[src/rtl/tvpt_pkg.sv]
// Shared constants and fixed-point helpers for the two-view triangulation block.
// Depends on nothing; used by tvpt_div and two_view_point_triangulation.
package tvpt_pkg;

  localparam int FRAC_BITS_DEF = 16;
  localparam int NUM_COEFS     = 30;
  localparam int DATA_W        = 32;
  localparam int IDX_W         = 5;

  // operation codes of an input word
  localparam logic OP_LOAD  = 1'b0;
  localparam logic OP_POINT = 1'b1;

  // coefficient store layout
  localparam int POSE1_BASE = 6;
  localparam int POSE2_BASE = 18;

  // exact product, rounded to nearest by floor((a*b + half) >> f)
  function automatic logic signed [63:0] rprod(input logic signed [31:0] a,
                                               input logic signed [31:0] b,
                                               input int f);
    logic signed [63:0] p;
    logic signed [63:0] half;
    p    = 64'(a) * 64'(b);
    half = 64'sd1 <<< (f - 1);
    return (p + half) >>> f;
  endfunction

  // clamp a wide signed sum into 32 bits
  function automatic logic signed [31:0] sat32(input logic signed [63:0] v);
    logic signed [31:0] res;
    if (v > 64'sd2147483647) begin
      res = 32'sh7FFF_FFFF;
    end else if (v < -64'sd2147483648) begin
      res = 32'sh8000_0000;
    end else begin
      res = v[31:0];
    end
    return res;
  endfunction

endpackage

[src/rtl/tvpt_div.sv]
// One lane of the pipelined signed divider: trunc(num * 2^FRAC_BITS / den), saturated.
// One restoring step per register stage. Depends on tvpt_pkg.
module tvpt_div #(
  parameter int FRAC_BITS = tvpt_pkg::FRAC_BITS_DEF
) (
  input  logic                                clk,
  input  logic                                rst_n,
  input  logic                                vld_in,
  input  logic signed [tvpt_pkg::DATA_W-1:0]  num,
  input  logic signed [tvpt_pkg::DATA_W-1:0]  den,
  output logic                                vld_out,
  output logic                                zero_out,
  output logic signed [tvpt_pkg::DATA_W-1:0]  quo
);

  localparam int NW    = 32 + FRAC_BITS;
  localparam int STEPS = 32;

  // per-stage state, index 0 is the setup stage
  logic        v_r    [STEPS+1];
  logic        neg_r  [STEPS+1];
  logic        ovf_r  [STEPS+1];
  logic        zero_r [STEPS+1];
  logic [31:0] d_r    [STEPS+1];
  logic [63:0] w_r    [STEPS+1];

  logic [31:0]          num_mag;
  logic [31:0]          den_mag;
  logic [NW-1:0]        n_full;
  logic [FRAC_BITS-1:0] n_hi;
  logic [31:0]          n_hi_ext;

  // take magnitudes and check that the quotient fits in 32 bits
  always_comb begin
    num_mag  = num[31] ? (~num + 32'd1) : num;
    den_mag  = den[31] ? (~den + 32'd1) : den;
    n_full   = {num_mag, {FRAC_BITS{1'b0}}};
    n_hi     = n_full[NW-1:32];
    n_hi_ext = {{(32-FRAC_BITS){1'b0}}, n_hi};
  end

  // setup stage
  always_ff @(posedge clk) begin
    if (!rst_n) begin
      v_r[0] <= 1'b0;
    end else begin
      v_r[0] <= vld_in;
    end
  end

  always_ff @(posedge clk) begin
    neg_r[0]  <= num[31] ^ den[31];
    ovf_r[0]  <= (n_hi_ext >= den_mag);
    zero_r[0] <= (den == '0);
    d_r[0]    <= den_mag;
    w_r[0]    <= {n_hi_ext, n_full[31:0]};
  end

  // restoring steps, one quotient bit per stage
  for (genvar i = 1; i <= STEPS; i++) begin : g_step
    logic [32:0] t;
    logic        ge;
    logic [32:0] r;

    always_comb begin
      t  = w_r[i-1][63:31];
      ge = (t >= {1'b0, d_r[i-1]});
      r  = ge ? (t - {1'b0, d_r[i-1]}) : t;
    end

    always_ff @(posedge clk) begin
      if (!rst_n) begin
        v_r[i] <= 1'b0;
      end else begin
        v_r[i] <= v_r[i-1];
      end
    end

    always_ff @(posedge clk) begin
      neg_r[i]  <= neg_r[i-1];
      ovf_r[i]  <= ovf_r[i-1];
      zero_r[i] <= zero_r[i-1];
      d_r[i]    <= d_r[i-1];
      w_r[i]    <= {r[31:0], w_r[i-1][30:0], ge};
    end
  end

  logic [31:0]        q_mag;
  logic signed [31:0] q_nxt;

  // apply sign and saturate
  always_comb begin
    q_mag = w_r[STEPS][31:0];
    if (zero_r[STEPS]) begin
      q_nxt = '0;
    end else if (ovf_r[STEPS] || q_mag[31]) begin
      q_nxt = neg_r[STEPS] ? 32'sh8000_0000 : 32'sh7FFF_FFFF;
    end else begin
      q_nxt = neg_r[STEPS] ? -$signed(q_mag) : $signed(q_mag);
    end
  end

  logic vld_r;
  logic zero_out_r;
  logic signed [31:0] quo_r;

  always_ff @(posedge clk) begin
    if (!rst_n) begin
      vld_r <= 1'b0;
    end else begin
      vld_r <= v_r[STEPS];
    end
  end

  always_ff @(posedge clk) begin
    quo_r      <= q_nxt;
    zero_out_r <= zero_r[STEPS];
  end

  assign vld_out  = vld_r;
  assign zero_out = zero_out_r;
  assign quo      = quo_r;

endmodule

[config.mk]
export PLATFORM = sky130hd
export DESIGN_NAME = tvpt_div
export DESIGN_NICKNAME = d
export VERILOG_FILES = /design/src/rtl/tvpt_pkg.sv /design/src/rtl/tvpt_div.sv
export SDC_FILE = /design/constraint.sdc
export NUM_CORES = 2
export LEC_CHECK = 0
export BUFFER_PORTS_ARGS = -buffer_cell sky130_fd_sc_hd__buf_2
export CORE_ASPECT_RATIO = 0.7
export CORE_MARGIN = 1
export CORE_UTILIZATION = 55
export DETAILED_ROUTE_END_ITERATION = 16
export PLACE_DENSITY = 0.73
export SETUP_SLACK_MARGIN = 0.02
export SLEW_MARGIN = 20
export SYNTH_ARGS = -nofsm -noshare
export SYNTH_HDL_FRONTEND = slang
export SYNTH_SLANG_ARGS = --single-unit
[constraint.sdc]
create_clock -name clk -period 6.2 [get_ports clk]
set_input_delay 0.31 -clock clk [delete_from_list [all_inputs] [get_ports clk]]
set_output_delay 0.31 -clock clk [all_outputs]
set_load 0.01 [all_outputs]
==> impl_metrics.py <==
metrics = {
    "synthesis": {
        "synth.net_count": 14000,
        "synth_top_area_cell": "dfxtp_1",
        "async_flop_share_pct": 0,
        "yosys_warnings": 0,
        "syn_area_per_cell_um2": 9.61,
        "synth_cell_types": 99,
        "synth_edf_count": 0,
        "synth_top_area_share_pct": 46.5,
        "synth_flop_cell": "dfxtp_1",
        "syn_area_um2": 123000,
        "postSynthCellCount": 12800,
        "ys_ff_latch": 2862,
        "synth.area.top_cells": "dfxtp_1 46%, ha_1 10%, inv_1 4.0%, a21oi_1 3.9%, xnor2_1 3.9%",
        "synth-seq-area-share_pct": 46.5,
    },
    "die": {
        "io_pins": 101,
        "die-height_um": 398,
        "coreArea_um2": 223000,
        "die_w_um": 568,
        "start_util_pct": 55.3,
        "rows": 145,
        "die_area_um2": 226000,
    },
    "timing": {
        "finalHoldViolations": 0,
        "timing.final.crit_period_ns": 4.58,
        "fmax_mhz": 218,
        "rsz0062_at_grt": "no",
        "finalCritPeriodShare_pct": 73.9,
        "setup_tns_ns": 0,
        "fin_skew_ns": 0.0512,
        "final-setup-viol-count": 0,
        "worst_slew_pin_slew_ns": 1.09,
        "hold_slack_ns": 0.0932,
        "slew_headroom_pct": 27.4,
        "maxSlewViolCount": 0,
    },
    "cts": {
        "clk_latency_ns": 0.84,
        "cts_max_level": 5,
        "cts_tree": "done",
        "cts_resized": 0,
        "clockRootBuffer": "clkbuf_16",
        "clock-sinks": 2862,
        "cts_buffers": 280,
        "clk_pin_slew_ns": 0.06,
        "cts_buffer_depth": 4,
    },
    "setup_path": {
        "slowest_delay_ns": 0.52,
        "path_delay_family": "compound AO/OA/AOI/OAI gates",
        "worst-path-stages": 14,
        "r2r-end": "w_r[1][998]",
        "reg2reg_depth": 14,
        "required_ns": 6.91,
        "r2r_slack_ns": 1.62,
        "path_max_fanout": 33,
        "regToRegStartpoint": "d_r[0][961]",
        "cp_slowest_cell": "o31ai_1",
        "end_kind": "flip-flop",
        "cp-start-kind": "flip-flop",
        "cp_num_buf_inv": 2,
        "crit_type": "flip-flop to flip-flop",
        "cp_cell_sequence": "inv_1 -> ha_1 -> nor2b_1 -> o31a_1 -> o31ai_1 -> a211oi_1 -> a221oi_1 -> a21oi_1 -> a31oi_1 -> nand2_1 -> a31oi_1 -> o31a_1 -> buf_4 -> mux2_2",
        "arrival_ns": 5.30,
    },
    "drt": {
        "drc": 0,
        "dr_total_vias": 90300,
        "postRouteAntennaNets": 0,
        "routed_via_density": 5.56,
        "drtPass1Iterations": 8,
        "post_drt_wl_per_cell_um": 18.6,
        "drtIter0Drc": 7704,
        "wl_um": 302000,
    },
    "cells_and_area": {
        "area_growth_pct": 11.5,
        "drive_above_1_share_pct": 8.23,
        "multi_input_area_um2": 60200,
        "seqCellArea_um2": 57300,
        "nFillCells": 18400,
        "fin_nets": 14200,
    },
    "global_routing": {
        "grt_start_max_net_pins": 61,
        "grt_overflow_total": 0,
        "antenna_found_initial": 17,
        "grt_pass1_wl_um": 476000,
        "grt_pass1_vias": 86800,
        "gr-usage-all-layers_pct": 26.1,
    },
    "placed_design": {
        "io_buffer_count": 100,
        "dpl.hpwl_um": 233000,
        "place.gp.congestion": 0.966,
    },
    "min_path": {
        "hold_depth": 2,
        "min_to": "neg_r[0][0]",
        "hp-start": "den[31]",
        "hp-class": "primary input to flip-flop",
    },
    "pwr": {
        "seq_power_share_pct": 33.3,
        "swShare_pct": 37.9,
        "peakVddDrop_v": 0.000366,
        "combinationalPowerShare_pct": 44.6,
        "power_leakage_nw": 63.4,
        "powerDensity_nw_per_um2": 577,
        "clkPwrFrac_pct": 22.1,
        "p_int_mw": 49.2,
        "power.switching_mw": 30.1,
    },
    "run_status": {
        "status": "complete, no violations",
    },
    "run": {
        "cap_violations": 0,
    },
}
-- repair_timing --
item,4_1_cts,5_1_grt
setup buffers,0,0
hold buffers,92,0
hold endpoints to repair,101,0
-- power by group through the flow --
stage,logic [mW],registers [mW],clock network [mW]
final,35.4,26.4,17.5
after global routing,39.1,26.8,18.7
after CTS,34.8,26.4,17.9
after detailed placement,34.3,26.7,0
after global placement,33.6,26.7,0
after floorplan,27.1,25.2,0
-- kinds of logic (layout without fill, tap and decap cells) --
family | Yosys count | in the layout | share of synthesized area, %
and+or+nand+nor | 2756 | 2756 | 10.8
AOI/OAI and AO/OA | 3249 | 3249 | 16.6
other | 0 | 15 | 0
adders and majority gates | 1058 | 1058 | 10.9
buffers and inverters | 1584 | 2038 | 4.90
xor gates and xnor gates | 898 | 898 | 6.38
DFF | 2862 | 2862 | 46.5
muxes | 421 | 421 | 3.96
-- synth_stat cells, types with 18 or more instances --
cell type / instances
a221oi_1: 32
nand2_1: 812
o31ai_1: 66
xor2_1: 354
dfxtp_1: 2862
o21a_1: 150
a2111oi_0: 19
or3_1: 53
o22a_1: 19
a211o_1: 36
a211oi_1: 71
o21ai_0: 808
a21o_1: 515
inv_1: 1300
nand3b_1: 18
or2_2: 30
a21boi_0: 37
nor2b_1: 152
o22ai_1: 18
buf_2: 34
mux2i_1: 39
or4_1: 20
fa_1: 31
o31a_1: 28
nand2b_1: 155
clkbuf_1: 236
o211ai_1: 40
o21bai_1: 111
nand4_1: 150
a31oi_1: 99
ha_1: 1027
and4_1: 31
nand3_1: 205
nor4_1: 41
nor3b_1: 29
xnor2_1: 544
o41ai_1: 25
mux2_4: 51
nor2_1: 708
and3_1: 89
a21oi_1: 962
nor3_1: 131
and2_1: 97
mux2_2: 331
-- cells in the final DEF (no fill, tap or decap), types with 37 or more instances in the layout --
cell type / count
a211oi_1: 70
a21boi_0: 37
a21o_1: 515
a21oi_1: 960
a31oi_1: 96
and2_1: 97
and3_1: 89
buf_2: 100
buf_4: 41
clkbuf_1: 43
clkbuf_16: 285
clkbuf_8: 40
clkinv_2: 48
dfxtp_1: 2861
dlygate4sd3_1: 92
ha_1: 1027
inv_1: 1300
mux2_2: 331
mux2_4: 51
mux2i_1: 39
nand2_1: 811
nand2b_1: 155
nand3_1: 205
nand4_1: 150
nor2_1: 708
nor2b_1: 152
nor3_1: 131
nor4_1: 39
o211ai_1: 40
o21a_1: 150
o21ai_0: 807
o21bai_1: 109
o31ai_1: 66
or3_1: 53
xnor2_1: 544
xor2_1: 354
-- area by class of cell --
class,count,share of cell area [%]
sequential,2862,41.7
multi-input combinational,8382,43.8
timing repair buffer,235,1.30
inverter,1301,3.55
tap,2940,2.68
clock inverter,134,1.22
antenna,15,0.0273
clock buffer,368,5.71
-- sequential cells by signal, summed over array words and instances (netlist names) --
name / flops
neg_r: 33
v_r: 33
zero_r: 33
vld_out: 1
d_r: 1024
w_r: 1672
ovf_r: 33
zero_out: 1
quo: 32
-- worst max path at each step --
stage / from / end / slack, ns
finish: d_r[0][961] / w_r[1][998] / 1.62
global route: d_r[0][961] / w_r[1][998] / 1.38
CTS: d_r[0][99] / w_r[0][288] / 1.72
detailed placement: d_r[0][99] / w_r[0][288] / 1.75
global placement: d_r[0][99] / w_r[0][288] / 1.74
floorplan: d_r[0][865] / w_r[1][825] / 2.75
-- stage by stage --
step | cells | util, % | setup WS, ns | power [mW] | cell area, µm²
floorplan | 12800 | - | 2.75 | 52.3 | 123000
global placement | 15600 | 56.9 | 1.74 | 60.3 | 127000
detailed placement | 15600 | 56.9 | 1.75 | 61.0 | 127000
CTS | 16200 | 61.6 | 1.72 | 79.1 | 137000
global route | 16200 | 61.6 | 1.38 | 84.6 | 137000
finish | 16200 | 61.6 | 1.62 | 79.3 | 137000
-- routing by layer --
| metal | vias to the layer above | track usage [%] | wire length [µm] |
|---|---|---|---|
| li1 | 44700 | - | - |
| met3 | 440 | 4.86 | 22900 |
| met4 | 4 | 6.30 | 6580 |
| met5 | - | 0 | 38 |
| met1 | 42300 | 39.9 | 153000 |
| met2 | 2776 | 37.3 | 119000 |
(Power assumes the default switching activity.)
